### config.mk
export PLATFORM = sky130hd
export DESIGN_NAME = tcw_sweep
export DESIGN_NICKNAME = d
export VERILOG_FILES = /design/src/hw/rtl/tcw_pkg.sv /design/src/hw/rtl/tcw_sweep.sv
export VERILOG_INCLUDE_DIRS = /design/src /design/src/hw/rtl
export SDC_FILE = /design/constraint.sdc
export NUM_CORES = 1
export LEC_CHECK = 0
export ABC_AREA = 1
export BUFFER_PORTS_ARGS = -buffer_cell sky130_fd_sc_hd__buf_4
export CAP_MARGIN = 20
export CORE_MARGIN = 2
export CORE_UTILIZATION = 50
export CTS_BUF_LIST = sky130_fd_sc_hd__clkbuf_4 sky130_fd_sc_hd__clkbuf_8
export DETAILED_ROUTE_END_ITERATION = 10
export GPL_TIMING_DRIVEN = 0
export MAX_ROUTING_LAYER = met4
export PLACE_DENSITY = 0.78
export SLEW_MARGIN = 15
export SYNTH_ARGS = -nofsm -noshare
export SYNTH_HDL_FRONTEND = slang
export SYNTH_SLANG_ARGS = --single-unit
### constraint.sdc
create_clock -name clk_i -period 3.4 [get_ports clk_i]
set_input_delay 0.51 -clock clk_i [delete_from_list [all_inputs] [get_ports clk_i]]
set_output_delay 0.51 -clock clk_i [all_outputs]
set_load 0.01 [all_outputs]
### src/hw/rtl/assert_macros.svh
// Assertion macros shared by the console writer RTL.
// Needs a clk_i and an active-low rst_ni in the module that uses them.
`ifndef ASSERT_MACROS_SVH
`define ASSERT_MACROS_SVH
`ifndef SYNTH
// Same-cycle implication, checked outside reset.
`define TCW_ASSERT_IMP(lbl, ante, cons) \
  lbl: assert property (@(posedge clk_i) disable iff (!rst_ni) (ante) |-> (cons)) \
    else $error("tcw assertion failed");
// Next-cycle implication, checked outside reset.
`define TCW_ASSERT_NXT(lbl, ante, cons) \
  lbl: assert property (@(posedge clk_i) disable iff (!rst_ni) (ante) |=> (cons)) \
    else $error("tcw assertion failed");
`else
`define TCW_ASSERT_IMP(lbl, ante, cons)
`define TCW_ASSERT_NXT(lbl, ante, cons)
`endif
`endif

### src/hw/rtl/tcw_pkg.sv
// Package of the text console cell writer: geometry, codes, types, address helpers.
// Used by tcw_sweep and the top level; depends on nothing.
package tcw_pkg;

  localparam int TERMINALS      = 8;
  localparam int COLUMNS        = 80;
  localparam int ROWS           = 25;
  localparam int CELLS_PER_TERM = COLUMNS * ROWS;
  localparam int TOTAL_CELLS    = TERMINALS * CELLS_PER_TERM;
  localparam int MOVE_CELLS     = (ROWS - 1) * COLUMNS;

  localparam int AddrW = $clog2(TOTAL_CELLS);
  localparam int CntW  = $clog2(TOTAL_CELLS + 1);
  localparam int ColW  = $clog2(COLUMNS);
  localparam int RowW  = $clog2(ROWS);
  localparam int TermW = (TERMINALS > 1) ? $clog2(TERMINALS) : 1;
  localparam int CellW = 16;

  localparam logic [7:0] BLANK_CHAR   = 8'h20;
  localparam logic [7:0] DEFAULT_ATTR = 8'h07;
  localparam logic [7:0] CH_NEWLINE   = 8'd10;
  localparam logic [7:0] CH_RETURN    = 8'd13;
  localparam logic [7:0] CH_TAB       = 8'd9;
  localparam logic [7:0] CH_BACKSPACE = 8'd8;
  localparam int         TAB_STOP     = 8;

  typedef enum logic [2:0] {
    CMD_PUT    = 3'd0,
    CMD_READ   = 3'd1,
    CMD_CLEAR  = 3'd2,
    CMD_CURSOR = 3'd3,
    CMD_COLOUR = 3'd4
  } cmd_e;

  typedef enum logic [2:0] {
    ST_INIT,
    ST_INIT_WAIT,
    ST_IDLE,
    ST_EXEC,
    ST_READ,
    ST_SWEEP
  } state_e;

  typedef enum logic {
    OP_FILL,
    OP_SCROLL
  } sweep_op_e;

  typedef struct packed {
    logic             valid;
    sweep_op_e        op;
    logic [AddrW-1:0] base;
    logic [CntW-1:0]  count;
    logic [7:0]       attr;
  } sweep_req_t;

  typedef struct packed {
    logic             we;
    logic [AddrW-1:0] waddr;
    logic [CellW-1:0] wdata;
    logic             re;
    logic [AddrW-1:0] raddr;
  } ram_req_t;

  function automatic logic [AddrW-1:0] cell_addr(input logic [TermW-1:0] t,
                                                 input logic [RowW-1:0]  r,
                                                 input logic [ColW-1:0]  c);
    return AddrW'((int'(t) * ROWS + int'(r)) * COLUMNS + int'(c));
  endfunction

  function automatic logic [AddrW-1:0] term_base(input logic [TermW-1:0] t);
    return AddrW'(int'(t) * CELLS_PER_TERM);
  endfunction

endpackage

### src/hw/rtl/tcw_sweep.sv
// Sweep engine: fills a range of the screen RAM or scrolls one terminal up a row.
// Depends on tcw_pkg; drives the RAM ports while a sweep runs.
`include "assert_macros.svh"

module tcw_sweep (
  input  logic                         clk_i,
  input  logic                         rst_ni,
  input  tcw_pkg::sweep_req_t          req_i,
  input  logic [tcw_pkg::CellW-1:0]    rdata_i,
  output tcw_pkg::ram_req_t            ram_o,
  output logic                         done_o
);

  logic                        run_q, run_d;
  logic [tcw_pkg::CntW-1:0]    cnt_q, cnt_d;
  logic [tcw_pkg::CntW-1:0]    count_q, count_d;
  logic [tcw_pkg::AddrW-1:0]   addr_q, addr_d;
  tcw_pkg::sweep_op_e          op_q, op_d;
  logic [7:0]                  attr_q, attr_d;
  logic                        wr_pend_q, wr_pend_d;
  logic                        wr_ram_q, wr_ram_d;
  logic [tcw_pkg::AddrW-1:0]   wr_addr_q, wr_addr_d;
  logic                        from_ram;

  // Each running cycle reads the source cell (scroll only) and queues one write;
  // the write is issued from registers so the registered read data can feed it.
  always_comb begin
    run_d     = run_q;
    cnt_d     = cnt_q;
    count_d   = count_q;
    addr_d    = addr_q;
    op_d      = op_q;
    attr_d    = attr_q;
    from_ram  = (op_q == tcw_pkg::OP_SCROLL) &&
                (cnt_q < tcw_pkg::CntW'(tcw_pkg::MOVE_CELLS));
    wr_pend_d = 1'b0;
    wr_ram_d  = 1'b0;
    wr_addr_d = addr_q;

    ram_o.re    = 1'b0;
    ram_o.raddr = addr_q + tcw_pkg::AddrW'(tcw_pkg::COLUMNS);

    if (run_q) begin
      ram_o.re  = from_ram;
      wr_pend_d = 1'b1;
      wr_ram_d  = from_ram;
      wr_addr_d = addr_q;
      cnt_d     = cnt_q + tcw_pkg::CntW'(1);
      addr_d    = addr_q + tcw_pkg::AddrW'(1);
      if (cnt_q == count_q - tcw_pkg::CntW'(1)) begin
        run_d = 1'b0;
      end
    end else if (req_i.valid) begin
      run_d   = 1'b1;
      cnt_d   = '0;
      count_d = req_i.count;
      addr_d  = req_i.base;
      op_d    = req_i.op;
      attr_d  = req_i.attr;
    end

    ram_o.we    = wr_pend_q;
    ram_o.waddr = wr_addr_q;
    ram_o.wdata = wr_ram_q ? rdata_i : {attr_q, tcw_pkg::BLANK_CHAR};
  end

  assign done_o = wr_pend_q && !run_q;

  always_ff @(posedge clk_i or negedge rst_ni) begin
    if (!rst_ni) begin
      run_q     <= 1'b0;
      wr_pend_q <= 1'b0;
      op_q      <= tcw_pkg::OP_FILL;
    end else begin
      run_q     <= run_d;
      wr_pend_q <= wr_pend_d;
      op_q      <= op_d;
    end
  end

  always_ff @(posedge clk_i) begin
    cnt_q     <= cnt_d;
    count_q   <= count_d;
    addr_q    <= addr_d;
    attr_q    <= attr_d;
    wr_ram_q  <= wr_ram_d;
    wr_addr_q <= wr_addr_d;
  end

  `TCW_ASSERT_IMP(a_req_when_free, req_i.valid, !run_q && !wr_pend_q)
  `TCW_ASSERT_IMP(a_copy_has_read, wr_pend_q && wr_ram_q, $past(ram_o.re))
  `TCW_ASSERT_NXT(a_done_drains, done_o, !run_q && !wr_pend_q)

endmodule

==> results of run 1 <==
[synthesized netlist by cell type (2+ instances only)]
master | n | share of area [%]
sky130_fd_sc_hd__dfxtp_1 | 15 | 8.6
sky130_fd_sc_hd__nand3b_1 | 2 | 0.43
sky130_fd_sc_hd__dfrtp_1 | 3 | 2.2
sky130_fd_sc_hd__edfxtp_1 | 50 | 43
sky130_fd_sc_hd__a21oi_1 | 12 | 1.7
sky130_fd_sc_hd__and2_1 | 2 | 0.36
sky130_fd_sc_hd__xor2_1 | 23 | 5.8
sky130_fd_sc_hd__o21a_1 | 2 | 0.43
sky130_fd_sc_hd__nor3_4 | 2 | 0.93
sky130_fd_sc_hd__ha_1 | 4 | 1.4
sky130_fd_sc_hd__mux2_2 | 8 | 2.6
sky130_fd_sc_hd__nor3_1 | 4 | 0.57
sky130_fd_sc_hd__nand2_2 | 2 | 0.36
sky130_fd_sc_hd__clkbuf_1 | 5 | 0.54
sky130_fd_sc_hd__nand2_1 | 109 | 12
sky130_fd_sc_hd__buf_4 | 7 | 1.5
sky130_fd_sc_hd__xnor2_1 | 4 | 1.0
sky130_fd_sc_hd__o21ai_0 | 19 | 2.7
sky130_fd_sc_hd__nor2_1 | 39 | 4.2
sky130_fd_sc_hd__nand3_1 | 19 | 2.7
sky130_fd_sc_hd__inv_1 | 55 | 5.9
sky130_fd_sc_hd__nand4_1 | 3 | 0.54
[cell usage in the layout, fill, tap and decap left out, drive strengths merged]
cell type	n
o21ai	19
clkbuf	14
ha	4
nor2	40
and2	2
nor4	1
nor3	6
nand3b	2
nand2	111
nand3	19
clkinvlp	1
xnor2	4
xor2	23
clkinv	4
edfxtp	50
dfrtp	3
a21oi	12
nand4	3
inv	58
o21a	2
buf	111
mux2	8
dfxtp	15
dlygate4sd3	1
bufinv	1
[flip-flops by register name, indices dropped and copies added (netlist names)]
register	count
run_q	1
wr_addr_q	14
count_q	14
attr_q	8
addr_q	14
cnt_q	14
wr_ram_q	1
op_q	1
wr_pend_q	1
[repair_timing]
item                       4_1_cts  5_1_grt
hold buffers                     1        0
hold endpoints to repair         3        0
setup endpoints to repair        0        0
[final timing paths]
path | slack [ns] | startpoint | cells past startpoint | end
setup / recovery | 1.01 | addr_q[5] | 7 | ram_o[12]
hold / removal | 0.33 | req_i[5] | 1 | attr_q[5]
setup reg to reg | 1.46 | count_q[0] | 11 | run_q
hold reg to reg | 0.37 | addr_q[6] | 0 | wr_addr_q[6]
max in group asynchronous | 2.83 | rst_ni | 2 | op_q
min in group asynchronous | 0.48 | rst_ni | 2 | wr_pend_q
[report_power, final]
group	internal, W	switching, W
clock network	0.000335	0.000316
logic	0.000502	0.000505
registers	0.00116	0.000185
total	0.00200	0.00101
[area by class of cell]
| class | count | area [sq um] |
|---|---|---|
| well taps | 80 | 100.1 |
| flip-flops and latches | 68 | 1877 |
| clock inverters | 7 | 65.06 |
| multi-input cells | 256 | 1321 |
| repair buffers | 104 | 803.3 |
| inverters | 57 | 214.0 |
| fillers | 546 | 2176 |
| clock buffers | 9 | 123.9 |
| plain buffers | 13 | 76.32 |
[worst reg2reg max path: stages (launching register included)]
cell and delay [ns]:
sky130_fd_sc_hd__edfxtp_1 0.39, sky130_fd_sc_hd__inv_1 0.13, sky130_fd_sc_hd__ha_1 0.25, sky130_fd_sc_hd__nand2_1 0.14
sky130_fd_sc_hd__nor2_1 0.31, sky130_fd_sc_hd__nand2_1 0.09, sky130_fd_sc_hd__nand2_1 0.09, sky130_fd_sc_hd__o21ai_0 0.08
sky130_fd_sc_hd__inv_1 0.06, sky130_fd_sc_hd__nand3_1 0.07, sky130_fd_sc_hd__nor2_1 0.16, sky130_fd_sc_hd__nor2_1 0.07
[cell families after synthesis]
family	Yosys count
muxes	8
and+or+nand+nor	184
DFF	68
adders and majority gates	4
xor gates and xnor gates	27
AOI/OAI and AO/OA	33
buffers and inverters	70
[routing by layer]
layer  GRT usage, %  share of wire [%]
met3          4.550                4.2
met2          34.85                 52
met1          23.89                 42
met5              -                  0
met4          9.650                1.8
[through the flow]
step | std cells | area (sq um) | util [%]
3_5_place_dp | 576 | 4354 | 64.44
4_1_cts | 593 | 4553 | 67.39
5_1_grt | 594 | 4581 | 67.80
2_1_floorplan | 394 | 3488 | -
3_3_place_gp | 576 | 4354 | 64.44
6_report | 594 | 4581 | 67.80
==> run summary, run 1 <==
The share of the synthesized netlist area taken by xor and xnor gates is 6.779%, and the overall power consumption is 0.003002 W. The count of buffers added on input and output ports is 102. The tools report the highest ir drop seen on vdd as 0.2592 mV.

By area, the combinational part of the netlist is dominated by simple AND/OR/NAND/NOR gates. The final weighted congestion in routability-driven placement is 0.8665, and the number of pins with negative max-slew slack in the final report is 0. The number of buffers and inverters on the critical path was 1; the number of placement rows was 30. 0 antenna diodes ended up in the layout.

The worst stage delay on the critical path works out to 0.44 ns. After clock tree synthesis, the repair step resized 0 gates. The number of enable-type register cells in the synthesized netlist works out to 50. After detailed routing, the average wire length per cell comes to 12.78 um. After synthesis, the share of cell area in mux cells is 2.582%. For this block, the initial DRC count from the detailed router was 176. TritonCTS built the clock tree.

The tool flagged a number of max-cap violations equal to 0. The mean cell area of the mapped netlist works out to 8.854 sq um. The run gives 0.3305 ns as the post-route worst hold slack.

STA classifies the critical path startpoint as a flip-flop. The tools report the CTS root buffer as sky130_fd_sc_hd__clkbuf_8. For the final worst clock skew, the log shows 0.009511 ns.

From bottom edge to top edge, the die measures 87.53 um. The tools report the floorplan die area as 0.007661 sq mm. The minimum setup slack after placement came out at 1.369 ns.

The largest individual stage delay along the critical path comes from the cell sky130_fd_sc_hd__edfxtp_1. Kind of end point of the critical path: an output pin. Compared with the post-synthesis result, the final layout area differs by 31.31%. In this run the static leakage power is 2.197 nW. After layout, the worst setup slack is 1.009 ns. The flow ran to the end, and the final reports show no timing, DRC or antenna violations. Type of the worst min-delay path: input pin to flip-flop. For this run, design rule violations remaining after detail routing come to 0. The synthesized instance count was 394. In the routed layout, each cell is associated on average with a via count of 4.897.

The clock-pin slew on the worst setup and hold paths works out to 0.08 ns. The clock passes through at most 2 buffers. Walking the worst path, the cells encountered are ha_1 > nor2_1 > nor2_1 > nand3_1 > nor2_1 > xor2_1 > buf_4. The most instantiated flip-flop cell in the synthesis netlist was sky130_fd_sc_hd__edfxtp_1. At the pin with the least slew margin, the transition time is 0.8503 ns. Total via count after detailed routing: 2909.

The area of the core is 0.006756 sq mm. The post-layout minimum cycle time is 2.391 ns. After synthesis, flip-flops and latches occupy 53.80% of the total area.

The first global-routing pass estimated 12020 um of wire. The clock reaches the later pin of the worst-skew pair after 0.35 ns. HPWL after detailed placement: 5591 um. Post-CTS timing repair inserted 0 buffers for setup.

The run gives 0.003488 sq mm as the synthesized area. For the number of global-route vias before repair, the log shows 2875. Data on the critical path is required at its endpoint by 2.89 ns.

At the worst endpoint, the arrival time is 1.88 ns. Buffers inserted during clock tree synthesis total 9. The synthesized netlist net count is 454. Setup repair after global routing left no endpoint under its margin. The logs give 0 for the number of antenna violations at the first check in global routing and 0 for the number of warnings printed during yosys synthesis.

After synthesis the netlist holds a flip-flop and latch count of 68. The highest clock frequency the design can meet is 418.2 MHz. In the final layout, the share of cells above drive strength 1 is 27.43%. The synthesized netlist devotes 22.20% of its cell area to simple gates. The summed negative setup slack over all endpoints was 0 ns. The final hold violation count is 0, and the maximum number of pins on one net before global-route repair is 29. The total number of nets in the final design is 569, and the share of the clock period used by the worst path after layout is 70.33%. The number of nets with antenna violations after detailed routing is 0, and the total number of H-tree levels is 3.

Among cell families on the critical path, the largest total delay comes from simple AND/OR/NAND/NOR gates. Setup violations remaining at the end of the flow were counted as 0. Of the total synthesized cell area, the portion taken by full adders, half adders and majority gates is 1.435%. The normalized max-slew margin is 43.25%, and the total wire length after detailed routing is 7594 um. The die boundary width came out at 87.53 um. The compound-cell area share of the yosys netlist was 4.878%. During I/O placement, the number of pins put on the boundary was 103. The largest driver fanout on the critical path is 5.

Count of different cell masters after synthesis: 27. In the global route stage, overall resource usage came out at 20.86%. The proportion of synthesized flip-flops having asynchronous set or reset works out to 4.412%. The pre-antenna-repair detailed-routing pass consisted of 5 iterations.

The initial utilization of the core area, before any placement, comes to 51.63%. The overflow left after global routing is 0. Type of the setup path with the least slack: flip-flop to output pin. The most numerous cell on the critical path is sky130_fd_sc_hd__nor2_1. The number of clock sinks was 68; the cell area power density was 655.4 mW/mm^2.
Note: power is estimated with default switching activity, not from simulation.
==> run 2, diff against run 1 <==
==> constraint.sdc (replaced) <==
create_clock -name clk_i -period 2.3 [get_ports clk_i]
set_input_delay 0.345 -clock clk_i [delete_from_list [all_inputs] [get_ports clk_i]]
set_output_delay 0.345 -clock clk_i [all_outputs]
set_load 0.01 [all_outputs]
==> run 2 against run 1 <==
Via count increased by 0.17%. Global-route usage unchanged. Register-to-register slack got worse by 1.1 ns. Critical endpoint unchanged. Cell count increased by 0.17%.
==> run summary, run 2 (synthesis gave the netlist of run 1 again) <==
The run finished with clean final reports. The tools report the number of antenna violations at the first check in global routing as 0 (unchanged). Detailed-route DRC error count: 0 (unchanged). The count of routing violations after the opening detailed-route iteration is 193 (+9.7%). The total number of nets in the final design is 570 (+0.18%). The number of pins with negative max-slew slack in the final report is 0 (unchanged), and the cell area power density is 971.0 mW/mm^2 (+48%).

The portion of total power attributed to the clock network was 21.6% (about the same). The run gives 543 (-0.55%) as the fill cell instance count of the final layout. The first-pass detailed-route iteration total is 4 (-1), and the latest clock arrival within the worst-skew pair is 0.35 ns (about the same). The tools report the maximum number of pins on one net before global-route repair as 29 (unchanged). The combinational cell fraction of total power came out at 34.0% (+0.5 points). The die height works out to 87.53 um (unchanged).

The number of nets with antenna violations after detailed routing was 0 (unchanged). The tools report the highest ir drop seen on vdd as 0.4156 mV (+60%). The number of buffers and inverters on the critical path is 1 (unchanged). The startpoint identified for the worst register-to-register timing path is count_q[0]. Overflow left after global routing: 0 (unchanged). The destination of the critical timing path was ram_o[12].

The tools report the kind of end point of the critical path as an output pin. The combined area of the multi-input logic cells was 0.001326 sq mm (+0.38%); the share of the clock period used by the worst path after layout was 92.86%. The average wire length per cell after detail routing was 12.83 um (+0.33%).

The tools report the normalized max-slew margin as 43.21% (about the same). The total via count after detailed routing was 2914 (+0.17%). The CTS root buffer was sky130_fd_sc_hd__clkbuf_8. The post-route worst hold slack came out at 0.1658 ns (-0.1647 ns).

For the number of global-route vias before repair, the log shows 2875 (unchanged). The final weighted congestion in routability-driven placement was 0.8665 (unchanged); the endpoint arrival time on the critical path was 1.79 ns (-0.09 ns). The tools report the summed negative setup slack over all endpoints as 0 ns (unchanged).

Final hold violation count: 0 (unchanged). The die boundary width was 87.53 um (unchanged). The largest driver fanout on the critical path was 5 (unchanged). The total wire length after detailed routing was 7632 um (+0.50%). Broken down by cell family, the worst path's largest delay share belongs to simple AND/OR/NAND/NOR gates. TritonCTS built the clock tree.

The tools report the number of inserted diodes as 0 (unchanged). The critical path is of the flip-flop to output pin type. The worst stage delay on the critical path works out to 0.43 ns (about the same). The run gives 0 (unchanged) as the number of violations of the max-capacitance limit. Critical path data required time: 1.96 ns (-0.93 ns). Setup repair after global routing left no endpoint under its margin. The number of clock sinks was 68 (unchanged); the utilization after layout was 67.98% (+0.19 points). The tools report the floorplan die area as 0.007661 sq mm (unchanged). The wire length of the first global-routing pass was 12020 um (unchanged); the number of input and output port buffers inserted was 102 (unchanged). The clock-pin slew on the worst setup and hold paths is 0.08 ns (about the same), and the HPWL after detailed placement is 5591 um (unchanged). Starting utilization of the core area: 51.63% (unchanged). The number of vias per cell after detailed routing came out at 4.897 (about the same).

The cell-internal power was 0.002965 W (+49%). Leaving out fill and tap cells, the most frequent cell in the layout is sky130_fd_sc_hd__buf_4. The minimum setup slack among reg-to-reg paths came out at 0.38 ns (-1.08 ns).

Among all stages on the critical path, the largest delay is contributed by sky130_fd_sc_hd__edfxtp_1. The logs give 2.200 nW (+0.14%) for the leakage component of the power and 0.001495 W (+49%) for the total net switching power. In this run the critical register-to-register path is captured at run_q.

The transition at the pin with the smallest max-transition slack was 0.8510 ns (+0.0006332 ns); the highest clock frequency the design can meet was 468.2 MHz. The total number of H-tree levels is 3 (unchanged). Number of endpoints failing setup at the final stage: 0 (unchanged). The worst setup path is launched from a flip-flop. The power share of the sequential group was 44.4% (-0.4 points); the post-layout minimum cycle time was 2.136 ns.

The layout cell share with drive strength beyond 1 is 27.96% (+0.53 points), and the switching share of power is 33.52% (about the same). The cell that appears most often on the critical path is sky130_fd_sc_hd__nor2_1. The depth of the critical timing path with buffers and inverters included works out to 7 (unchanged). Final worst clock skew: 0.009701 ns (+0.0001904 ns).

In the layout the commonest cells are 110 x sky130_fd_sc_hd__buf_4, 109 x sky130_fd_sc_hd__nand2_1, 55 x sky130_fd_sc_hd__inv_1, 50 x sky130_fd_sc_hd__edfxtp_1, 38 x sky130_fd_sc_hd__nor2_1. The cell depth of the worst flop-to-flop path is 11 (unchanged), and the number of placement rows is 30 (unchanged). The worst hold path belongs to the class input pin to flip-flop.

Traced cell by cell, the critical path runs through ha_2 > nor2_1 > nor2_2 > nand3_1 > nor2_1 > xor2_1 > buf_4. The total routing resource utilization after global routing came out at 20.86% (unchanged). The critical path starts at addr_q[4].

The area growth from synthesis to layout is 31.67%. The run gives 103 (unchanged) as the top-level port count. The logs give 0.006756 sq mm (unchanged) for the area of the core and 2 (unchanged) for the number of buffers on the longest clock path. The CTS buffer count came out at 9 (unchanged). The tools report the storage element area as 0.001877 sq mm (unchanged).
## run 2: changes by cell type in the layout (fill, tap and decap cells not counted)
cell | before | now
sky130_fd_sc_hd__buf_4 | 109 | 110
sky130_fd_sc_hd__ha_1 | 4 | 3
sky130_fd_sc_hd__ha_2 | 0 | 1
sky130_fd_sc_hd__nor2_1 | 39 | 38
sky130_fd_sc_hd__nor2_2 | 1 | 2
## run 2: worst reg2reg max path, stage by stage, from the launching register on
cell and delay [ns]:
sky130_fd_sc_hd__edfxtp_1 0.39, sky130_fd_sc_hd__inv_1 0.13, sky130_fd_sc_hd__ha_1 0.25, sky130_fd_sc_hd__nand2_1 0.14, sky130_fd_sc_hd__nor2_1 0.31, sky130_fd_sc_hd__nand2_1 0.09, sky130_fd_sc_hd__nand2_1 0.09, sky130_fd_sc_hd__o21ai_0 0.08
sky130_fd_sc_hd__inv_1 0.06, sky130_fd_sc_hd__nand3_1 0.07, sky130_fd_sc_hd__nor2_1 0.14, sky130_fd_sc_hd__nor2_1 0.07
## run 2: layer usage
metal	vias up	part of all wire, %	wire length, um	global-route usage, %
met5	-	0	0	-
met3	17	4.6	349	4.550
met1	1347	42	3213	23.89
li1	1483	-	-	-
met2	67	51	3918	34.85
met4	0	2.0	150	9.650
## run 2: stage by stage
stage | total power (W) | instance area (sq um) | setup slack [ns] | cells
detailed placement | 0.003486 | 4354 | 0.4205 | 576
floorplan | 0.002811 | 3488 | 0.6818 | 394
finish | 0.004460 | 4593 | 0.1641 | 595
global route | 0.004720 | 4593 | 0.06532 | 595
global placement | 0.003418 | 4354 | 0.4679 | 576
CTS | 0.004454 | 4553 | 0.04087 | 593
## run 2: worst min path at each step
stage,slack [ns],cells after the start,start,to
floorplan,0.05,0,rst_ni,op_q
CTS,0.16,1,req_i[3],attr_q[3]
global placement,0.14,1,rst_ni,wr_pend_q
global route,0.15,1,req_i[3],attr_q[3]
detailed placement,0.14,1,rst_ni,wr_pend_q
finish,0.17,1,req_i[5],attr_q[5]
## run 2: final cells by class
cell class	count	share of cell area [%]
sequential	68	40.86
tap	80	2.179
multi-input combinational	256	28.87
inverter	57	4.658
buffer	13	1.662
timing repair buffer	105	17.65
clock buffer	9	2.697
clock inverter	7	1.417
## run 2: power groups by stage
stage               clock network (W)  registers (W)  logic [W]
floorplan                           0        0.00199   0.000824
global placement                    0        0.00199    0.00143
detailed placement                  0        0.00200    0.00149
CTS                          0.000975        0.00198    0.00150
global route                  0.00103        0.00202    0.00167
finish                       0.000963        0.00198    0.00152
## run 2: what timing repair did
item,in CTS,in global routing
endpoints found under the hold margin,3,0
setup buffers,0,1
endpoints found under the setup margin,0,1
resized for setup,0,2
hold buffers,1,0
==> run 3, diff against run 2 <==
--- a/config.mk
+++ b/config.mk
@@ -7,16 +7,15 @@
 export NUM_CORES = 1
 export LEC_CHECK = 0
 export ABC_AREA = 1
-export BUFFER_PORTS_ARGS = -buffer_cell sky130_fd_sc_hd__buf_4
 export CAP_MARGIN = 20
 export CORE_MARGIN = 2
 export CORE_UTILIZATION = 50
-export CTS_BUF_LIST = sky130_fd_sc_hd__clkbuf_4 sky130_fd_sc_hd__clkbuf_8
 export DETAILED_ROUTE_END_ITERATION = 10
+export DONT_BUFFER_PORTS = 1
 export GPL_TIMING_DRIVEN = 0
 export MAX_ROUTING_LAYER = met4
-export PLACE_DENSITY = 0.78
 export SLEW_MARGIN = 15
 export SYNTH_ARGS = -nofsm -noshare
 export SYNTH_HDL_FRONTEND = slang
 export SYNTH_SLANG_ARGS = --single-unit
+export TNS_END_PERCENT = 100
==> run 3 against run 2 <==
Utilization shrank 12 points. Count of clock-buffer cells in the layout grew 2. Routed wire length shrank 14%. Worst setup slack gained 0.010 ns. Critical path type unchanged.
==> run summary, run 3 (synthesis gave the netlist of run 1 again) <==
The run gives 44.18% (+0.98 points) as the normalized max-slew margin. The cell area power density was 1013 mW/mm^2 (+4.3%). The cell sitting at the root of the clock tree is a sky130_fd_sc_hd__clkbuf_8. The post-layout minimum cycle time works out to 2.126 ns (-0.01018 ns). Share of the clock period used by the worst path after layout: 92.42% (-0.44 points). The CTS buffer count was 9 (unchanged); the depth of the critical timing path with buffers and inverters included was 6 (-1). The kind of end point of the critical path is an output pin. The number of nets with antenna violations after detailed routing was 0 (unchanged); the number of buffers on the longest clock path was 2 (unchanged). The total wire length after detailed routing came out at 6542 um (-14%).

The largest driver fanout on the critical path was 5 (unchanged); the number of pins with negative max-slew slack in the final report was 0 (unchanged). Setup repair after global routing left no endpoint under its margin. Worst hold path stage count: 0 (-1).

Dominant delay contributor by cell family on the critical path: simple AND/OR/NAND/NOR gates. First-pass detailed-route iteration total: 5 (+1). The final standard cell count with taps included and fillers excluded is 492 (-17%).

Total via count after detailed routing: 2489 (-15%). For the maximum number of pins on one net before global-route repair, the log shows 29 (unchanged). The instance count after placement with tap cells included came out at 474 (-18%). Leaving out fill and tap cells, the most frequent cell in the layout is sky130_fd_sc_hd__nand2_1. The die boundary width was 87.53 um (unchanged); the number of vias per cell after detailed routing was 5.059 (+3.3%). The latest clock arrival within the worst-skew pair was 0.34 ns (about the same). For the number of antenna violations at the first check in global routing, the log shows 0 (unchanged).

The critical path goes through ha_1 > nor2_1 > nor2_1 > nand3_1 > nor2_1 > xor2_1. For the fill cell instance count of the final layout, the log shows 591 (+8.8%). Critical path data required time: 1.96 ns (about the same).

Cell depth of the worst flop-to-flop path: 11 (unchanged). The number of endpoints failing setup at the final stage was 0 (unchanged); the number of placement rows was 30 (unchanged). Utilization after layout: 56.19% (-12 points). For the endpoint arrival time on the critical path, the log shows 1.78 ns (about the same). The tools report the number of gates resized after cts as 0 (unchanged).

The run gives 0 (unchanged) as the number of inserted diodes. For the total setup buffers inserted after CTS, the log shows 0 (unchanged). The number of input and output port buffers inserted is 0 (-100%). The logs give 0.001877 sq mm (unchanged) for the storage element area and 51.63% (unchanged) for the starting utilization of the core area. The highest ir drop seen on vdd was 0.3588 mV (-14%); the worst stage delay on the critical path was 0.44 ns (about the same). The transition at the pin with the smallest max-transition slack came out at 0.8363 ns (-0.01464 ns). The run gives 0.001321 sq mm (-0.38%) as the combined area of the multi-input logic cells. The leakage component of the power is 1.685 nW (-23%), and the highest clock frequency the design can meet is 470.4 MHz (+0.48%). The total routing resource utilization after global routing was 18.11% (-2.7 points). The type of the worst min-delay path is input pin to flip-flop.

The average wire length per cell after detail routing was 13.30 um (+3.7%); the final hold violation count was 0 (unchanged). The floorplan die area was 0.007661 sq mm (unchanged); the number of hold buffers added after CTS was 1 (unchanged). For the summed negative setup slack over all endpoints, the log shows 0 ns (unchanged). Top-level port count: 103 (unchanged).

The logs give 0 (unchanged) for the number of violations of the max-capacitance limit and 22.2% (+0.6 points) for the portion of total power attributed to the clock network. The count of routing violations after the opening detailed-route iteration is 126 (-35%). The worst setup path is of the flip-flop to output pin kind. The layout cell share with drive strength beyond 1 is 8.981% (-19 points).

The switching share of power is 35.02% (+1.5 points), and the area growth from synthesis to layout is 8.823%. The final worst clock skew is 0.009412 ns (-0.0002891 ns), and the clock-pin slew on the worst setup and hold paths is 0.07 ns (about the same). The run finished with clean final reports.

The run gives 0 (unchanged) as the detailed-route DRC error count. The tools report the total number of nets in the final design as 467 (-18%). The total net switching power was 0.001347 W (-9.9%); the final weighted congestion in routability-driven placement was 0.7679 (-11%).

The run gives 10320 um (-14%) as the wire length of the first global-routing pass. The top cell types in the final layout, fill and taps aside, are 109 x sky130_fd_sc_hd__nand2_1, 54 x sky130_fd_sc_hd__inv_1, 50 x sky130_fd_sc_hd__edfxtp_1, 39 x sky130_fd_sc_hd__nor2_1, 23 x sky130_fd_sc_hd__xor2_1. For the power share of the sequential group, the log shows 53.1% (+8.7 points). STA classifies the critical path startpoint as a flip-flop.

The tools report the HPWL after detailed placement as 4839 um (-13%). Overall power consumption: 0.003845 W (-14%). Number of clock sinks: 68 (unchanged).

The run gives 3 (unchanged) as the total number of H-tree levels. The overflow left after global routing was 0 (unchanged); the post-route worst hold slack was 0.09823 ns (-0.06757 ns). The most numerous cell on the critical path is sky130_fd_sc_hd__nor2_1. The combinational cell fraction of total power was 24.6% (-9.4 points); the die height was 87.53 um (unchanged). The area of the core was 0.006756 sq mm (unchanged); the cell-internal power was 0.002499 W (-16%). The tools report the number of global-route vias before repair as 2292 (-20%). TritonCTS built the clock tree. Number of buffers and inverters on the critical path: 0 (-1).

The cell with the biggest individual delay on the critical path was sky130_fd_sc_hd__edfxtp_1.
run 3: final cells by class:
cell class | instances | share of cell area, %
flip-flops and latches | 68 | 49.44
multi-input cells | 256 | 34.81
inverters | 57 | 5.636
clock buffers | 11 | 3.724
well taps | 80 | 2.637
plain buffers | 13 | 2.011
repair buffers | 2 | 0.9888
clock inverters | 5 | 0.7581
run 3: metrics by stage:
step | setup slack, ns | area (sq um)
detailed placement | 0.4392 | 3588
global route | 0.001999 | 3796
CTS | 0.1377 | 3769
floorplan | 0.6818 | 3488
global placement | 0.4551 | 3588
finish | 0.1743 | 3796
run 3: path summary, 6_finish.rpt:
kind	startpoint	endpoint	slack [ns]
worst max-delay path	addr_q[5]	ram_o[12]	0.17
worst max register to register	count_q[0]	run_q	0.42
max in group asynchronous	rst_ni	op_q	1.89
worst min register to register	addr_q[6]	wr_addr_q[6]	0.37
worst min-delay path	req_i[3]	attr_q[3]	0.1
min in group asynchronous	rst_ni	wr_pend_q	0.26
run 3: layer usage:
| metal | vias to the layer above | GRT usage, % | share of wire (%) |
|---|---|---|---|
| met1 | 1101 | 22.00 | 43 |
| met5 | - | - | 0 |
| met4 | 0 | 5.874 | 1.1 |
| met2 | 99 | 29.06 | 49 |
| li1 | 1283 | - | - |
| met3 | 6 | 5.308 | 7.1 |
run 3: power groups by stage:
| stage | clock (W) | combinational (W) | sequential (W) |
|---|---|---|---|
| 2_1_floorplan | 0 | 0.000824 | 0.00199 |
| 3_3_place_gp | 0 | 0.000925 | 0.00206 |
| 5_1_grt | 0.000931 | 0.00108 | 0.00210 |
| 3_5_place_dp | 0 | 0.000950 | 0.00207 |
| 6_report | 0.000855 | 0.000948 | 0.00204 |
| 4_1_cts | 0.000880 | 0.000958 | 0.00204 |
